===== src/rtl/rgbled_pkg.sv =====
// Shared types and constants of the one-wire RGB LED encoder.
package rgbled_pkg;

    // Register indexes on the configuration port.
    localparam logic [1:0] REG_ZERO_HIGH = 2'd0;
    localparam logic [1:0] REG_ONE_HIGH  = 2'd1;
    localparam logic [1:0] REG_BIT_LOW   = 2'd2;
    localparam logic [1:0] REG_RESET_GAP = 2'd3;

    // Request kinds carried on the input tuser.
    localparam logic OP_TICK = 1'b0;
    localparam logic OP_SEND = 1'b1;

    localparam int unsigned COLOUR_W = 24;
    localparam int unsigned GAP_W    = 16;
    localparam int unsigned PULSE_W  = 8;
    localparam int unsigned BITS_W   = 5;
    localparam logic [BITS_W-1:0] FRAME_BITS = 5'd24;

    // Segment lengths, each already raised to at least one tick.
    typedef struct packed {
        logic [PULSE_W-1:0] zero_high;
        logic [PULSE_W-1:0] one_high;
        logic [PULSE_W-1:0] bit_low;
        logic [GAP_W-1:0]   reset_gap;
    } cfg_t;

    // Result of one request.
    typedef struct packed {
        logic line_level;
        logic busy_res;
        logic accepted;
        logic frame_done;
    } result_t;

endpackage


===== src/rtl/rgbled_cfg.sv =====
// Timing registers of the encoder, written through a plain write port.
module rgbled_cfg
(
    input  logic                           clk,
    input  logic                           rst_n,
    input  logic                           cfg_we,
    input  logic [1:0]                     cfg_addr,
    input  logic [rgbled_pkg::GAP_W-1:0]   cfg_data,
    output rgbled_pkg::cfg_t               cfg
);
    import rgbled_pkg::*;

    logic [PULSE_W-1:0] zero_high_reg;
    logic [PULSE_W-1:0] one_high_reg;
    logic [PULSE_W-1:0] bit_low_reg;
    logic [GAP_W-1:0]   reset_gap_reg;

    // Register writes; the index decode covers all four registers.
    always_ff @(posedge clk or negedge rst_n)
    begin
        if (!rst_n)
        begin
            zero_high_reg <= 8'd3;
            one_high_reg  <= 8'd10;
            bit_low_reg   <= 8'd30;
            reset_gap_reg <= 16'd1000;
        end
        else if (cfg_we)
        begin
            unique case (cfg_addr)
                REG_ZERO_HIGH: zero_high_reg <= cfg_data[PULSE_W-1:0];
                REG_ONE_HIGH:  one_high_reg  <= cfg_data[PULSE_W-1:0];
                REG_BIT_LOW:   bit_low_reg   <= cfg_data[PULSE_W-1:0];
                REG_RESET_GAP: reset_gap_reg <= cfg_data;
                default:       ;
            endcase
        end
    end

    // A zero length behaves as a single tick.
    always_comb
    begin
        cfg.zero_high = (zero_high_reg == '0) ? 8'd1 : zero_high_reg;
        cfg.one_high  = (one_high_reg == '0) ? 8'd1 : one_high_reg;
        cfg.bit_low   = (bit_low_reg == '0) ? 8'd1 : bit_low_reg;
        cfg.reset_gap = (reset_gap_reg == '0) ? 16'd1 : reset_gap_reg;
    end

endmodule


===== src/rtl/rgbled_core.sv =====
// Frame sequencer: holds the waveform state and works out one result per request.
module rgbled_core
(
    input  logic                              clk,
    input  logic                              rst_n,
    input  logic                              en,
    input  logic                              opcode,
    input  logic [rgbled_pkg::COLOUR_W-1:0]   colour,
    input  rgbled_pkg::cfg_t                  cfg,
    output rgbled_pkg::result_t               res
);
    import rgbled_pkg::*;

    typedef enum logic [2:0] {
        PH_IDLE  = 3'd0,
        PH_LEAD  = 3'd1,
        PH_HIGH  = 3'd2,
        PH_LOW   = 3'd3,
        PH_TRAIL = 3'd4
    } phase_t;

    phase_t              phase_reg,      phase_next;
    logic [COLOUR_W-1:0] colour_reg,     colour_next;
    logic [BITS_W-1:0]   bits_left_reg,  bits_left_next;
    logic [GAP_W-1:0]    tick_count_reg, tick_count_next;

    logic             busy;
    logic [GAP_W-1:0] seg_len;
    logic [GAP_W-1:0] tick_inc;
    logic             seg_end;
    logic [BITS_W-1:0] bits_dec;

    // Busy covers every phase from the leading gap to the trailing gap.
    assign busy = (phase_reg == PH_LEAD) || (phase_reg == PH_HIGH) ||
                  (phase_reg == PH_LOW)  || (phase_reg == PH_TRAIL);

    // Length of the segment now on the line.
    always_comb
    begin
        unique case (phase_reg)
            PH_LEAD, PH_TRAIL: seg_len = cfg.reset_gap;
            PH_HIGH: seg_len = colour_reg[COLOUR_W-1] ? {8'd0, cfg.one_high}
                                                      : {8'd0, cfg.zero_high};
            PH_LOW:  seg_len = {8'd0, cfg.bit_low};
            default: seg_len = 16'd1;
        endcase
    end

    assign tick_inc = tick_count_reg + 16'd1;
    assign seg_end  = (tick_inc >= seg_len) || (tick_inc == '0);
    assign bits_dec = bits_left_reg - 5'd1;

    // Next state and result for the request in hand.
    always_comb
    begin
        phase_next      = phase_reg;
        colour_next     = colour_reg;
        bits_left_next  = bits_left_reg;
        tick_count_next = tick_count_reg;
        res             = '0;

        if (opcode == OP_SEND)
        begin
            // A send while a frame runs is dropped and reported as such.
            if (!busy)
            begin
                colour_next     = colour;
                bits_left_next  = FRAME_BITS;
                tick_count_next = '0;
                phase_next      = PH_LEAD;
                res.accepted    = 1'b1;
                res.busy_res    = 1'b1;
            end
            else
            begin
                res.line_level = (phase_reg == PH_HIGH);
                res.busy_res   = 1'b1;
            end
        end
        else if (busy)
        begin
            res.busy_res    = 1'b1;
            res.line_level  = (phase_reg == PH_HIGH);
            tick_count_next = tick_inc;
            if (seg_end)
            begin
                tick_count_next = '0;
                unique case (phase_reg)
                    PH_LEAD: phase_next = PH_HIGH;
                    PH_HIGH: phase_next = PH_LOW;
                    PH_LOW:
                    begin
                        colour_next    = {colour_reg[COLOUR_W-2:0], 1'b0};
                        bits_left_next = bits_dec;
                        phase_next     = (bits_dec == '0) ? PH_TRAIL : PH_HIGH;
                    end
                    default:
                    begin
                        phase_next     = PH_IDLE;
                        res.frame_done = 1'b1;
                    end
                endcase
            end
        end
        else
        begin
            // An idle tick also settles any stray phase code back to idle.
            phase_next = PH_IDLE;
        end
    end

    // State update, once per processed request.
    always_ff @(posedge clk or negedge rst_n)
    begin
        if (!rst_n)
        begin
            phase_reg      <= PH_IDLE;
            colour_reg     <= '0;
            bits_left_reg  <= '0;
            tick_count_reg <= '0;
        end
        else if (en)
        begin
            phase_reg      <= phase_next;
            colour_reg     <= colour_next;
            bits_left_reg  <= bits_left_next;
            tick_count_reg <= tick_count_next;
        end
    end

endmodule


===== src/rtl/rgb_led_one_wire_encoder_top.sv =====
// Top level of the one-wire RGB LED encoder: stream ports and pipeline registers.
// Path: a request is taken into the input register, worked on from there by the sequencer,
// and its result is loaded into the result register once that frees, where it is offered.
// Throughput: one request per cycle while the result stream is not stalled; the rate is set
// by the single-pass sequencer between the input register and the result register.
// Reset clears the pipeline valids, sets the sequencer idle and restores the timing defaults.
module rgb_led_one_wire_encoder_top
(
    input  logic                                clk,
    input  logic                                rst_n,
    // Configuration write port
    input  logic                                cfg_we,
    input  logic [1:0]                          cfg_addr,
    input  logic [rgbled_pkg::GAP_W-1:0]        cfg_data,
    // Request stream
    input  logic                                s_axis_tvalid,
    output logic                                s_axis_tready,
    input  logic [23:0]                         s_axis_tdata,  // green[7:0], red[15:8], blue[23:16]
    input  logic [0:0]                          s_axis_tuser,  // opcode[0]
    // Result stream
    output logic                                m_axis_tvalid,
    input  logic                                m_axis_tready,
    output logic [7:0]                          m_axis_tdata,  // line_level[0], busy_res[1],
                                                               // accepted[2], zero[7:3]
    output logic                                m_axis_tlast   // frame_done
);
    import rgbled_pkg::*;

    logic                in_valid_reg;
    logic                in_opcode_reg;
    logic [COLOUR_W-1:0] in_colour_reg;
    logic                out_valid_reg;
    result_t             out_res_reg;
    logic                out_adv;
    logic                proc;
    cfg_t                cfg;
    result_t             res;

    // The result register frees when empty or when its result is taken.
    assign out_adv       = !out_valid_reg || m_axis_tready;
    assign proc          = in_valid_reg && out_adv;
    assign s_axis_tready = !in_valid_reg || out_adv;

    rgbled_cfg u_cfg
    (
        .clk      (clk),
        .rst_n    (rst_n),
        .cfg_we   (cfg_we),
        .cfg_addr (cfg_addr),
        .cfg_data (cfg_data),
        .cfg      (cfg)
    );

    rgbled_core u_core
    (
        .clk    (clk),
        .rst_n  (rst_n),
        .en     (proc),
        .opcode (in_opcode_reg),
        .colour (in_colour_reg),
        .cfg    (cfg),
        .res    (res)
    );

    // Input register valid.
    always_ff @(posedge clk or negedge rst_n)
    begin
        if (!rst_n)
            in_valid_reg <= 1'b0;
        else if (s_axis_tready)
            in_valid_reg <= s_axis_tvalid;
    end

    // Input register payload; green lands in the top byte of the shift word.
    always_ff @(posedge clk)
    begin
        if (s_axis_tready && s_axis_tvalid)
        begin
            in_opcode_reg <= s_axis_tuser[0];
            in_colour_reg <= {s_axis_tdata[7:0], s_axis_tdata[15:8], s_axis_tdata[23:16]};
        end
    end

    // Result register valid.
    always_ff @(posedge clk or negedge rst_n)
    begin
        if (!rst_n)
            out_valid_reg <= 1'b0;
        else if (out_adv)
            out_valid_reg <= in_valid_reg;
    end

    // Result register payload.
    always_ff @(posedge clk)
    begin
        if (proc)
            out_res_reg <= res;
    end

    assign m_axis_tvalid = out_valid_reg;
    assign m_axis_tdata  = {5'd0, out_res_reg.accepted, out_res_reg.busy_res,
                            out_res_reg.line_level};
    assign m_axis_tlast  = out_res_reg.frame_done;

endmodule


===== config.mk =====
export PLATFORM = sky130hd
export DESIGN_NAME = rgb_led_one_wire_encoder_top
export DESIGN_NICKNAME = d
export VERILOG_FILES = /design/src/rtl/rgbled_pkg.sv /design/src/rtl/rgbled_cfg.sv /design/src/rtl/rgbled_core.sv /design/src/rtl/rgb_led_one_wire_encoder_top.sv
export SDC_FILE = /design/constraint.sdc
export NUM_CORES = 1
export LEC_CHECK = 0
export BUFFER_PORTS_ARGS = -buffer_cell sky130_fd_sc_hd__buf_2
export CAP_MARGIN = 10
export CORE_MARGIN = 5
export CORE_UTILIZATION = 65
export CTS_BUF_LIST = sky130_fd_sc_hd__clkbuf_4
export DETAILED_ROUTE_END_ITERATION = 8
export PLACE_DENSITY = 0.87
export SYNTH_ARGS = -nofsm -noshare
export SYNTH_HDL_FRONTEND = slang
export SYNTH_HIERARCHICAL = 1
export SYNTH_SLANG_ARGS = --single-unit

===== constraint.sdc =====
create_clock -name clk -period 6.1 [get_ports clk]
set_input_delay 1.22 -clock clk [delete_from_list [all_inputs] [get_ports clk]]
set_output_delay 1.22 -clock clk [all_outputs]
set_load 0.02 [all_outputs]

==> results of run 1 <==
## layer usage
metal	routed length, um	GRT usage, %
met1	5610	31.8
met2	6300	37.5
met3	798	5.62
met4	245	8.66
met5	0	0
## cell usage after synthesis (all sizes together), types with 5 or more instances
cell | n | area, um^2
a21o | 8 | 60.1
a21oi | 13 | 65.1
a22o | 6 | 52.6
a22oi | 7 | 52.6
and2 | 7 | 46.3
buf | 18 | 106
clkbuf | 53 | 203
dfrtp | 76 | 1900
dfstp | 14 | 368
edfxtp | 29 | 871
ha | 24 | 300
inv | 15 | 56.3
mux2 | 42 | 473
mux2i | 32 | 320
nand2 | 32 | 120
nand2b | 5 | 31.3
nand3 | 36 | 195
nand4 | 8 | 62.6
nor2 | 23 | 86.3
nor3 | 18 | 100
nor3b | 5 | 48.8
nor4 | 12 | 96.3
o21ai | 44 | 220
o31ai | 5 | 37.5
xnor2 | 10 | 95.1
xor2 | 5 | 43.8
## final cells by class
class                           instances  area [um^2]
Fill cell                             674         2820
Sequential cell                       119         3140
Tap cell                              133          166
Inverter                               15         56.3
Timing Repair Buffer                   57          298
Clock buffer                           18          135
Clock inverter                         14          148
Multi-Input combinational cell        389         2880
## kinds of logic after synthesis
group,count (synthesis),share of synthesized area [%]
buffers and inverters,86,5.75
adder cells (fa/ha/maj),24,4.72
AO/OA/AOI/OAI,107,10.8
flip-flops,119,49.4
XOR/XNOR,15,2.18
multiplexers,74,12.5
other,1,0.0590
AND/OR/NAND/NOR,164,14.6
## through the flow
stage / total power [mW] / std cells
final: 2.44 / 745
after global routing: 2.60 / 745
after CTS: 2.44 / 745
after detailed placement: 1.88 / 713
after global placement: 1.82 / 713
after floorplan: 1.71 / 594
## power by group through the flow
stage / Combinational [mW] / Sequential [mW] / Clock, mW
6_report: 0.693 / 1.19 / 0.559
3_3_place_gp: 0.637 / 1.18 / 0
4_1_cts: 0.686 / 1.18 / 0.569
2_1_floorplan: 0.601 / 1.11 / 0
5_1_grt: 0.783 / 1.21 / 0.603
3_5_place_dp: 0.681 / 1.20 / 0
## how the worst min path moves through the flow
| stage | startpoint | to | cells after the start |
|---|---|---|---|
| finish | u_core/colour_reg[0] | u_core/colour_reg[0] | 1 |
| global route | u_core/colour_reg[0] | u_core/colour_reg[0] | 1 |
| CTS | u_core/bits_left_reg[4] | u_core/bits_left_reg[4] | 1 |
| detailed placement | u_core/colour_reg[0] | u_core/colour_reg[0] | 1 |
| global placement | u_core/colour_reg[0] | u_core/colour_reg[0] | 1 |
| floorplan | u_core/bits_left_reg[4] | u_core/bits_left_reg[4] | 1 |
==> summary.md, run 1 <==
| Metric | Value |
|---|---|
| ANT nets after route | `0` |
| Worst Setup End Kind | `register` |
| Final core occ | `between 70 and 80%` |
| Psw | `0.868 mW` |
| Leakage | `3.01 nW` |
| Core Region | `between 0.009 and 0.01 mm^2` |
| Main synth FF type | `dfrtp_1` |
| Setup-failing EPs final | `0` |
| TNS Setup | `0 ns` |
| Sw Share | `between 30% and 40%` |
| Die X | `~110 um` |
| Clk buf depth | `2` |
| Period minus WS final | `around 4.6 ns` |
| Part of the cycle the worst path needs | `between 70% and 80%` |
| CP top delay family | `compound AO/OA/AOI/OAI gates` |
| Antenna violations before repair | `0` |
| # Post-CTS Setup Buffers | `0` |
| Num Clock Sinks | `between 100 and 150` |
| CP Data Arrival Time | `5.01 ns` |
| Nets@finish | `between 600 and 700` |
| Ys async rst share | `between 70% and 80%` |
| Required time of the critical path | `between 6 and 7 ns` |
| Ant. Diodes | `0` |
| Drt drc | `0` |
| Crit path from | `u_core/tick_count_reg[2]` |
| Maximum vdd drop | `~0.22 mV` |
| Via density | `just over 6` |
| Register-to-register setup slack | `around 1.5 ns` |
| Worst hold slack | `0.505 ns` |
| Pins Over Slew Limit | `0` |
| Pint | `roughly 1.6 mW` |
| Outcome | `completed` |
| Worst-Margin Slew | `between 0.9 and 1 ns` |
| Setup crit end | `u_core/colour_reg[9]` |
| Overall Global Routing Usage | `23.6%` |
| DP Wirelength | `between 9 and 10 mm` |
| Hold_buf cts | `0` |
| Critical Path Start Type | `register` |
| Grt ovf | `0` |
| Cell mode on critical path | `a21o_1` |
| Max stage delay on crit path | `0.81 ns` |
| Layout cells sized above 1 | `27.0%` |
| Clk_skew | `around 0.014 ns` |
| Worst-Skew Late Latency | `0.53 ns` |
| R2r startpoint | `u_core/tick_count_reg[2]` |
| Cell Rows | `36` |
| Design area | `0.00682 mm^2` |
| Root Driver | `clkbuf_4` |
| Initial core utilization | `between 60% and 70%` |
| Post-synth EDFFs | `29` |
| Via Count | `around 4500` |
| Slew headroom | `a little under two fifths` |
| Max-cap violation count | `0` |
| I/O Pins | `~60` |
| Die height | `~110 um` |
| Slowest cell on the critical path | `and2_1` |
| Reg2Reg Capture Point | `u_core/colour_reg[9]` |
| TritonCTS clock tree | `built` |
| Synth warn | `6` |
| Post-Syn Area | `approximately 0.0064 mm^2` |
| Reg clk slew, reported paths | `0.11 ns` |
| Fmax | `~220 MHz` |
| WP buf/inv | `2` |
| R2R cell count | `14` |
| Largest net degree at the start of global routing | `between 60 and 70` |
| CP max FO | `31` |
| Post-synth cell types | `between 60 and 70` |
| Number of global-route vias before repair | `between 4000 and 5000` |
| Total Wirelength | `approximately 13 mm` |
| RSZ-0062 raised after global routing | `no` |
| RePlAce Congestion | `around 0.92` |
| Syn Inst Count | `between 500 and 600` |
| Tightest Hold Check Type | `register to register` |
| Drt initial violations | `around 480` |
| Die area | `roughly 0.012 mm^2` |
| Final Hold Viols | `0` |
| Global-route wire length before repair | `about 22 mm` |
| CTS H-tree lvls | `4` |
| Area growth, synth to finish | `7.24%` |
| Commonest non-fill, non-tap cells in the layout | `dfrtp_1, buf_2, mux2_2` |
| Critical Path, Cell by Cell | `nand3_2 -> nor4_1 -> xnor2_1 -> inv_1 -> ha_1 -> a21o_1 -> a21o_1 -> a211o_1 -> a211oi_1 -> o21ai_1 -> o211ai_1 -> buf_4 -> and2_1 -> o21ai_0` |
| Cells resized by post-CTS repair | `0` |
| Post-DP Area | `roughly 0.0065 mm^2` |
| TritonCTS buffer count | `17` |
| Synth Area per Inst | `approximately 11 um^2` |
| Buffers added on ports | `53` |
| PwrDens | `roughly 360 mW/mm^2` |
| Crit Path Category | `register to register` |
| Clock network power share | `22.9%` |
| Flops & latches, synth | `between 100 and 150` |
| Reg power frac | `48.7%` |
| Routed WL per cell | `approximately 17 um` |
| Setup WS pre-CTS | `around 1.5 ns` |
| Commonest non-fill, non-tap cell in the layout | `dfrtp_1` |
| Worst Setup Slack, final | `1.47 ns` |
| 1st-pass router iterations | `5` |
| Power share of the combinational group | `between 20 and 30%` |
| Sequential area share after synthesis | `~49%` |
| Cell count along the critical path | `14` |
(Power assumes the default switching activity.)
==> run 2, diff against run 1 <==
- CORE_UTILIZATION: 65 -> 62
- PLACE_DENSITY: 0.87 -> 0.84
- clock period: 6.1 -> 4.6 ns (I/O delays scaled with it)
==> run 2 against run 1 <==
Net effect:
- clock-buffer cell count down 1
- combinational power up 33%
- worst setup slack worse by 0.96 ns
- total power up 34%
- clock power up 39%
- non-clock buffer count up 5
- register-to-register slack worse by 0.96 ns
- final cell count up 1.1%
- final area up 0.79%
- largest power group unchanged
- flip-flop and latch count unchanged
- sequential power up 32%
==> summary.md, run 2 (synthesized netlist as in run 1, its figures left out) <==
| Metric | Value |
|---|---|
| Total Wirelength | `13.1 mm (was 13.0 mm)` |
| Slew headroom | `50.1% (was 37.5%)` |
| Hold_buf cts | `0 (unchanged)` |
| Worst Setup End Kind | `register (unchanged)` |
| Maximum vdd drop | `0.324 mV (was 0.221 mV)` |
| Fmax | `244 MHz (was 216 MHz)` |
| Final Hold Viols | `0 (unchanged)` |
| Part of the cycle the worst path needs | `89.0% (was 75.9%)` |
| Worst-Margin Slew | `0.748 ns (was 0.938 ns)` |
| 1st-pass router iterations | `5 (unchanged)` |
| Number of global-route vias before repair | `4547 (was 4550)` |
| Overall Global Routing Usage | `22.3% (was 23.6%)` |
| Clk buf depth | `2 (unchanged)` |
| Register-to-register setup slack | `0.51 ns (was 1.47 ns)` |
| Die area | `0.0124 mm^2 (was 0.0119 mm^2)` |
| Layout cells sized above 1 | `27.6% (was 27.0%)` |
| RePlAce Congestion | `0.891 (was 0.922)` |
| CP Data Arrival Time | `4.56 ns (was 5.01 ns)` |
| Initial core utilization | `62.4% (was 66.0%)` |
| Area growth, synth to finish | `8.09% (was 7.24%)` |
| Leakage | `3.04 nW (was 3.01 nW)` |
| Tot Pwr | `3.27 mW (was 2.44 mW)` |
| Nets@finish | `676 (was 671)` |
| TritonCTS clock tree | `built (unchanged)` |
| ANT nets after route | `0 (unchanged)` |
| R2r startpoint | `u_core/phase_reg[0] (was u_core/tick_count_reg[2])` |
| Setup-failing EPs final | `0 (unchanged)` |
| Reg2Reg Capture Point | `u_core/tick_count_reg[3] (was u_core/colour_reg[9])` |
| Ant. Diodes | `0 (unchanged)` |
| I/O Pins | `59 (unchanged)` |
| DP Wirelength | `9.33 mm (was 9.17 mm)` |
| Tightest Hold Check Type | `input pin to asynchronous set/reset pin (was register to register)` |
| Reg clk slew, reported paths | `0.12 ns (was 0.11 ns)` |
| Drt initial violations | `285 (was 479)` |
| R2R cell count | `14 (unchanged)` |
| Commonest non-fill, non-tap cells in the layout | `dfrtp_1, buf_2, mux2_2 (unchanged)` |
| TNS Setup | `0 ns (unchanged)` |
| Worst-Skew Late Latency | `0.55 ns (was 0.53 ns)` |
| RSZ-0062 raised after global routing | `no (unchanged)` |
| Via density | `6.03 (was 6.08)` |
| Antenna violations before repair | `0 (unchanged)` |
| Commonest non-fill, non-tap cell in the layout | `dfrtp_1 (unchanged)` |
| Period minus WS final | `4.09 ns (was 4.63 ns)` |
| Routed WL per cell | `17.4 um (about the same)` |
| Grt ovf | `0 (unchanged)` |
| Critical Path Start Type | `register (unchanged)` |
| TritonCTS buffer count | `17 (unchanged)` |
| Design area | `0.00687 mm^2 (was 0.00682 mm^2)` |
| Outcome | `completed (unchanged)` |
| Clk_skew | `0.0200 ns (was 0.0138 ns)` |
| Required time of the critical path | `5.06 ns (was 6.48 ns)` |
| CP max FO | `22 (was 31)` |
| Via Count | `4537 (was 4532)` |
| Cells resized by post-CTS repair | `0 (unchanged)` |
| PwrDens | `476 mW/mm^2 (was 358 mW/mm^2)` |
| Core Region | `0.0102 mm^2 (was 0.00964 mm^2)` |
| Max-cap violation count | `0 (unchanged)` |
| Global-route wire length before repair | `22.3 mm (was 22.0 mm)` |
| CTS H-tree lvls | `4 (unchanged)` |
| Die X | `111 um (was 109 um)` |
| Num Clock Sinks | `119 (unchanged)` |
| Cell Rows | `37 (was 36)` |
| # Post-CTS Setup Buffers | `0 (unchanged)` |
| Buffers added on ports | `53 (unchanged)` |
| Root Driver | `clkbuf_4 (unchanged)` |
| Drt drc | `0 (unchanged)` |
| Crit Path Category | `register to register (unchanged)` |
| Post-DP Area | `0.00658 mm^2 (was 0.00654 mm^2)` |
| Pins Over Slew Limit | `0 (unchanged)` |
| Largest net degree at the start of global routing | `59 (was 63)` |
| Die height | `111 um (was 109 um)` |
## run 2: stage by stage
stage	util (%)	setup slack [ns]	hold WS (ns)	cells
3_3_place_gp	64.6	0.682	0.482	721
5_1_grt	67.5	0.0878	0.466	753
2_1_floorplan	-	1.03	0.452	594
6_report	67.5	0.505	0.431	753
3_5_place_dp	64.6	0.542	0.491	721
4_1_cts	67.5	0.553	0.424	753
## run 2: worst max-delay path: stages (launching register included)
cell,delay [ns]
dfrtp_1,0.75
inv_1,0.18
nor2_1,0.37
a22oi_1,0.16
nor2_1,0.11
a21oi_1,0.05
ha_1,0.29
a21o_1,0.18
a221oi_1,0.30
nor2_1,0.07
a211oi_1,0.18
o21ai_1,0.20
or4_1,0.73
or3_1,0.36
o21ai_0,0.08
## run 2: final cells by class
cell class | instances | area (um^2)
clock buffer | 17 | 128
clock inverter | 15 | 168
fill | 791 | 3310
inverter | 15 | 56.3
multi-input combinational | 389 | 2880
sequential | 119 | 3140
tap | 136 | 170
timing repair buffer | 62 | 335
## run 2: worst max path at each step
stage	from	endpoint	slack, ns	depth (start not counted)
after floorplan	u_core/colour_reg[23]	u_core/tick_count_reg[8]	1.03	16
after global placement	u_core/phase_reg[0]	u_core/tick_count_reg[8]	0.68	14
after detailed placement	u_core/phase_reg[0]	u_core/tick_count_reg[8]	0.54	14
after CTS	u_core/phase_reg[0]	u_core/tick_count_reg[8]	0.55	14
after global routing	u_core/phase_reg[0]	u_core/tick_count_reg[8]	0.09	14
final	u_core/phase_reg[0]	u_core/tick_count_reg[3]	0.51	14
## run 2: where the power goes
part	internal, mW	switching [mW]
clock network	0.336	0.443
registers	1.34	0.235
logic	0.430	0.495
total	2.10	1.17
## run 2: per-layer routing
metal	routed length [um]	global-route usage, %
met5	0	0
met4	246	8.76
met3	636	5.40
met2	6510	36.2
met1	5730	29.1
